`src/kf3_pkg.sv`:
```
// Shared constants, register indexes, multiplier step codes and control structs.
package kf3_pkg;

   // Fixed-point format and field widths
   localparam int FRAC_BITS = 16;
   localparam int POS_W     = 32;
   localparam int VAR_W     = 31;
   localparam int PROD_W    = 2 * POS_W;
   localparam int CSR_IDX_W = 2;

   // Divider runs one quotient bit per cycle
   localparam int DIV_STEPS = POS_W;
   localparam int DIV_CNT_W = $clog2(DIV_STEPS);

   // Register indexes on the configuration port
   localparam logic [CSR_IDX_W-1:0] REG_MEAS = 2'd0;
   localparam logic [CSR_IDX_W-1:0] REG_PROC = 2'd1;
   localparam logic [CSR_IDX_W-1:0] REG_INIT = 2'd2;

   // Register reset values: 8.0 and 4.0 in the fixed-point format
   localparam logic [VAR_W-1:0] MEAS_RESET = VAR_W'(8 << FRAC_BITS);
   localparam logic [VAR_W-1:0] PROC_RESET = VAR_W'(4 << FRAC_BITS);
   localparam logic [VAR_W-1:0] INIT_RESET = '0;
   localparam logic [VAR_W-1:0] VAR_MAX    = '1;

   localparam logic signed [POS_W-1:0] POS_MAX = {1'b0, {(POS_W-1){1'b1}}};
   localparam logic signed [POS_W-1:0] POS_MIN = {1'b1, {(POS_W-1){1'b0}}};

   // Multiplier step codes, issued in this order
   localparam logic [2:0] MUL_X_EST = 3'd0;
   localparam logic [2:0] MUL_X_OBS = 3'd1;
   localparam logic [2:0] MUL_Y_EST = 3'd2;
   localparam logic [2:0] MUL_Y_OBS = 3'd3;
   localparam logic [2:0] MUL_Z_EST = 3'd4;
   localparam logic [2:0] MUL_Z_OBS = 3'd5;
   localparam logic [2:0] MUL_VAR   = 3'd6;
   localparam logic [2:0] MUL_LAST  = MUL_VAR;

   // Controller to datapath commands
   typedef struct packed {
      logic       capture;
      logic       mul_go;
      logic [2:0] mul_idx;
      logic       div_start;
      logic       blend;
      logic       predict;
      logic       load_init;
      logic       rsp_load;
   } cmd_type;

   // Datapath to controller status
   typedef struct packed {
      logic div_busy;
   } stat_type;

endpackage

```
`src/kf3_ctrl.sv`:
```
// Controller: sequences multiply, divide, blend, predict or initialization load, and result hand-off for one word.
module kf3_ctrl (
   input  logic               clock,
   input  logic               reset,
   input  logic               req_valid,
   input  logic               req_mode,
   output logic               req_ready,
   input  logic               rsp_ready,
   output logic               rsp_valid,
   input  kf3_pkg::stat_type  stat,
   output kf3_pkg::cmd_type   cmd
);
   import kf3_pkg::*;

   localparam logic [2:0] S_IDLE  = 3'd0;
   localparam logic [2:0] S_MUL   = 3'd1;
   localparam logic [2:0] S_ACC   = 3'd2;
   localparam logic [2:0] S_DIVS  = 3'd3;
   localparam logic [2:0] S_DIV   = 3'd4;
   localparam logic [2:0] S_BLEND = 3'd5;
   localparam logic [2:0] S_PRED  = 3'd6;
   localparam logic [2:0] S_OUT   = 3'd7;
   localparam logic [2:0] S_LOAD  = S_ACC;

   logic [2:0] state_ff, state_in;
   logic [2:0] cnt_ff, cnt_in;
   logic       mode_ff, mode_in;
   logic       rsp_valid_ff, rsp_valid_in;
   logic       slot_free;

   assign req_ready = (state_ff == S_IDLE);
   assign slot_free = !rsp_valid_ff || rsp_ready;

   // State sequencing and command decode
   always_comb begin
      state_in = state_ff;
      cnt_in   = cnt_ff;
      mode_in  = mode_ff;
      cmd      = '0;
      cmd.mul_idx = cnt_ff;
      unique case (state_ff)
         S_IDLE: begin
            if (req_valid) begin
               cmd.capture = 1'b1;
               mode_in     = req_mode;
               cnt_in      = MUL_X_EST;
               state_in    = req_mode ? S_MUL : S_LOAD;
            end
         end
         S_MUL: begin
            cmd.mul_go = 1'b1;
            cnt_in     = cnt_ff + 1'b1;
            if (cnt_ff == MUL_LAST) begin
               state_in = S_ACC;
            end
         end
         S_ACC: begin
            // Mode 0 loads here; mode 1 lets the last product settle.
            if (!mode_ff) begin
               cmd.load_init = 1'b1;
               state_in      = S_OUT;
            end else begin
               state_in = S_DIVS;
            end
         end
         S_DIVS: begin
            cmd.div_start = 1'b1;
            state_in      = S_DIV;
         end
         S_DIV: begin
            if (!stat.div_busy) begin
               state_in = S_BLEND;
            end
         end
         S_BLEND: begin
            cmd.blend = 1'b1;
            state_in  = S_PRED;
         end
         S_PRED: begin
            cmd.predict = 1'b1;
            state_in    = S_OUT;
         end
         S_OUT: begin
            if (slot_free) begin
               cmd.rsp_load = 1'b1;
               state_in     = S_IDLE;
            end
         end
         default: state_in = S_IDLE;
      endcase
   end

   // The result word holds until taken
   assign rsp_valid_in = cmd.rsp_load || (rsp_valid_ff && !rsp_ready);

   always_ff @(posedge clock) begin
      if (reset) begin
         state_ff     <= S_IDLE;
         cnt_ff       <= '0;
         mode_ff      <= 1'b0;
         rsp_valid_ff <= 1'b0;
      end else begin
         state_ff     <= state_in;
         cnt_ff       <= cnt_in;
         mode_ff      <= mode_in;
         rsp_valid_ff <= rsp_valid_in;
      end
   end

   assign rsp_valid = rsp_valid_ff;

endmodule

```
`config.mk`:
```
export PLATFORM = sky130hd
export DESIGN_NAME = kf3_ctrl
export DESIGN_NICKNAME = d
export VERILOG_FILES = /design/src/kf3_pkg.sv /design/src/kf3_ctrl.sv
export SDC_FILE = /design/constraint.sdc
export NUM_CORES = 1
export LEC_CHECK = 0
export ABC_AREA = 1
export BUFFER_PORTS_ARGS = -buffer_cell sky130_fd_sc_hd__buf_2
export CAP_MARGIN = 25
export CORE_AREA = 2 2 39 41
export DETAILED_ROUTE_END_ITERATION = 12
export DIE_AREA = 0 0 41 43
export GPL_ROUTABILITY_DRIVEN = 0
export GPL_TIMING_DRIVEN = 0
export MAX_ROUTING_LAYER = met4
export PLACE_DENSITY = 0.75
export SLEW_MARGIN = 20
export SYNTH_ARGS = -nofsm -noshare
export SYNTH_HDL_FRONTEND = slang
export SYNTH_SLANG_ARGS = --single-unit
```
`constraint.sdc`:
```
create_clock -name clock -period 1 [get_ports clock]
set_input_delay 0.2 -clock clock [delete_from_list [all_inputs] [get_ports clock]]
set_output_delay 0.2 -clock clock [all_outputs]
set_load 0.01 [all_outputs]
```
### Word level (Yosys, flattened, before mapping)

Cells that the tools add are included.

* add/subtract/negate cells: 1
* equal/unequal tests: 12
* mux-type cells: 19
* reductions and logical operators: 10

Operators with widths (count)
* case mux 3 bit (8 select lines): 1
* 2-to-1 mux 3 bit: 6
* equality test 3 bit, second input constant: 5
* 2-to-1 mux 1 bit: 10
* inequality test 2 bit, second input constant: 4
* equality test 3 x 2 -> 1 bit, second input constant: 2
* case mux 3 bit (2 select lines): 1
* AND reduction 2 bit: 2
* AND reduction 4 bit: 1
* adder 3 x 1 -> 3 bit, second input constant: 1
* equality test 3 x 1 -> 1 bit, second input constant: 1
* zero test 3 bit: 1
* zero test 1 bit: 2
* logical OR 1 bit: 2
* 2-to-1 mux 2 bit: 1
* nonzero test 2 bit: 1
* logical AND 1 bit: 1

* register bits after elaboration: 8
* bits of input ports: 6
* output and inout bits: 12
* logic and storage cells: 46

### Depth between registers and ports, before layout

* word-level depth: 5
* mapped depth: 9
* gate-level depth less buffers: 9

### Worst setup path before layout

Ideal clock, no wire load.

* path type: register to register
* from: register cnt_ff[0]
* to: register state_ff[1]
* setup time: 115 ps
* data arrival time: 1060 ps
* required time: 885 ps
* setup slack: -175 ps
* cell stages (with the launch flop): 9
* cells stage by stage: dfxtp_1 > inv_1 > ha_1 > nand2_1 > inv_1 > nor2_1 > nor2_2 > a21oi_1 > nor2_1

* cells in the longest elaborated chain, start to end: 3

RTL lines
* from (decl): line kf3_ctrl.sv:26 `logic [2:0] cnt_ff, cnt_in;`
* from (signal assigned): line kf3_ctrl.sv:104 `cnt_ff <= cnt_in;`
* equality test 3 bit: line kf3_ctrl.sv:53 `if (cnt_ff == MUL_LAST) begin`
* inequality test 2 bit (no source line)
* AND reduction 4 bit (no source line)
* to (signal assigned): line kf3_ctrl.sv:103 `state_ff <= state_in;`
* to (decl): line kf3_ctrl.sv:25 `logic [2:0] state_ff, state_in;`

No other way between the ends.
A chain may end at the register's enable or synchronous reset.

==> results.py <==
metrics = {
    "die": {
        "die_w_microns": 41,
        "fp.dieH_microns": 43,
        "dieArea_sq_um": 1760,
        "coreArea_sq_um": 1380,
        "start_util_pct": 34.4,
        "io_pins": 18,
        "placementRows": 14,
    },
    "setup_path": {
        "reg2reg_depth": 7,
        "crit_type": "flip-flop to output pin",
        "worstPathRequired_ns": 0.80,
        "critPathLaunchType": "flip-flop",
        "slowest_delay_ns": 0.37,
        "cp.arrival_ns": 1.11,
        "crit_path_frequent_cell": "nand2_4",
        "crit_path_end_kind": "output pin",
        "crit_chain": "inv_6, nand2_4, nor2_4, nand2_4, inv_2, buf_6",
        "crit_fanout": 5,
        "critPathSlowestCell": "dfxtp_4",
    },
    "sta": {
        "fmax_mhz": 763,
        "period_share_pct": 131,
        "hold_violations": 0,
        "setup_slack_ns": -0.311,
        "max-slew-margin-rel_pct": 84.9,
        "setup_viol": 16,
        "post-route-min-period_ns": 1.31,
        "skew_ns": 0.0132,
        "worstMarginPinSlew_ns": 0.225,
        "rsz0062_at_grt": "true",
        "maxSlewViolCount": 0,
        "holdWs_ns": 0.144,
    },
    "clock_tree": {
        "clock-root-buffer": "clkbuf_4",
        "clk_latency_ns": 0.26,
        "htree_levels": 1,
        "cts_tree": "yes",
        "cts.sinks": 8,
        "postCtsHoldBufs": 0,
        "path_clk_slew_ns": 0.07,
        "cts_buffers": 3,
        "cts.path.max_buffers": 2,
    },
    "synth": {
        "ys_ff_latch": 8,
        "yosys_warnings": 0,
        "synth_cells": 75,
        "syn_area_per_cell_sq_um": 6.34,
        "netlist_area_sq_um": 475,
        "ys_seq_area_share_pct": 33.7,
        "ys_types": 15,
        "syn-num-nets": 83,
    },
    "global_routing": {
        "grtUsageTotal_pct": 18.0,
        "overflow": 0,
        "grt_max_degree": 7,
        "grt_pass1_wl_microns": 2100,
        "antenna_found_initial": 0,
        "grt_pass1_vias": 530,
    },
    "power": {
        "cellLeakagePower_nw": 0.468,
        "ir_worst_vdd_uv": 1460,
        "power.density_nw_per_um2": 2780,
    },
    "cells_and_area": {
        "final_nets": 121,
        "diodes": 0,
        "area_delta_synth_final_pct": 97.4,
        "multi_input_area_sq_um": 385,
        "register_area_sq_um": 180,
        "fillers": 125,
        "drive_gt1_share_pct": 66.1,
        "post-route-util_pct": 67.8,
        "post_layout_nonfiller_instances": 128,
    },
    "route": {
        "drt_iter0_drc": 1,
        "dr.pass1.iters": 4,
        "drtAntennaViolNets": 0,
        "route.detailed.drc": 0,
        "routedWlPerCell_microns": 12.4,
        "num_vias": 594,
        "drt-vias-per-instance": 4.64,
        "wl_microns": 1590,
    },
    "outcome": {
        "status": "finished with violations",
        "violations": "negative setup slack",
    },
    "flow_run": {
        "maxCapViolCount": 0,
    },
    "place": {
        "dp_cells": 108,
        "dp_hpwl_microns": 834,
        "numPortBuffers": 17,
        "post-place-ws_ns": -0.192,
    },
    "min_path": {
        "hold_path_class": "primary input to flip-flop",
        "min_path_cells": 2,
    },
}
registers in the layout, summed over array words and instances, names as in the netlist:
| signal | flops |
|---|---|
| cnt_ff | 3 |
| mode_ff | 1 |
| rsp_valid | 1 |
| state_ff | 3 |
cells by family after synthesis:
kind of cell / Yosys count / synth area share [%]
and+or+nand+nor: 39 / 36.6
buffers and inverters: 14 / 11.1
AOI/OAI and AO/OA: 11 / 11.6
DFF: 8 / 33.7
adders and majority gates: 2 / 5.26
xor gates and xnor gates: 1 / 1.84
worst max-delay path, delay by kind of cell (launching register included):
| family | cells | cell delay, ns |
|---|---|---|
| flops | 1 | 0.37 |
| buf+inv | 3 | 0.24 |
| simple gates | 3 | 0.24 |
cell type report:
class / instances / area share, %
Sequential cell: 8 / 19.2
Multi-Input combinational cell: 53 / 41.1
Timing Repair Buffer: 33 / 27.3
Tap cell: 16 / 2.13
Clock buffer: 4 / 2.80
Inverter: 14 / 7.47
synthesized netlist by cell type:
master	instances	area (sq um)
nor2_1	12	45.0
a21oi_1	7	35.0
o21ai_0	4	20.0
nand2_2	2	12.5
xor2_1	1	8.76
dfxtp_1	8	160
ha_1	2	25.0
nand2_1	14	52.6
nor2_2	2	12.5
nand3_2	1	10.0
inv_1	12	45.0
nor3_1	2	10.0
inv_2	2	7.51
or2_0	1	6.26
nand3_1	5	25.0
placed cells by master (no fill, tap or decap), types with 2 or more instances in the layout:
cell and n:
nand2_1 9, clkbuf_4 3, nor2_2 7, a21oi_2 3, a21oi_1 4, nor2_1 6, nor3_2 2, buf_6 11
buf_2 13, buf_4 9, nand2_2 4, nand3_1 3, o21ai_0 2, nand2_4 3, inv_1 8, dfxtp_1 2
inv_6 2, nand3_4 2, ha_4 2, inv_4 3, dfxtp_4 5
what timing repair did:
action / CTS / global route
setup buffers: 9 / 8
pin swaps: 7 / 7
resized for setup: 18 / 38
endpoints found under the setup margin: 15 / 18
gates cloned: 0 / 0
per-layer routing:
| layer | up-vias | GRT usage, % | share of wire, % |
|---|---|---|---|
| met1 | 268 | 20.3 | 38 |
| met4 | 0 | 10.0 | 0.63 |
| met2 | 16 | 28.4 | 57 |
| met3 | 2 | 3.14 | 4.4 |
| li1 | 308 | - | - |
| met5 | - | - | 0 |
final timing paths:
path,startpoint,end,slack [ns]
max,state_ff[1],cmd[9],-0.31
min,reset,cnt_ff[1],0.14
max reg2reg,state_ff[0],state_ff[1],-0.19
min reg2reg,cnt_ff[1],cnt_ff[1],0.51
where the power goes:
part	internal (mW)	leakage [nW]	switching [mW]
clock network	0.153	0.0150	0.121
registers	0.439	0.0693	0.192
logic	0.870	0.384	0.832
through the flow:
stage                     TNS (ns)  total power, mW  instance area (sq um)
final                        -3.09             2.61                    938
after global routing         -4.00             2.77                    938
after CTS                    -2.50             2.02                    752
after detailed placement     -1.12             1.34                    594
after global placement      -0.802             1.32                    594
after floorplan             -0.235             1.11                    489
Power figures use the tool's default switching activity.
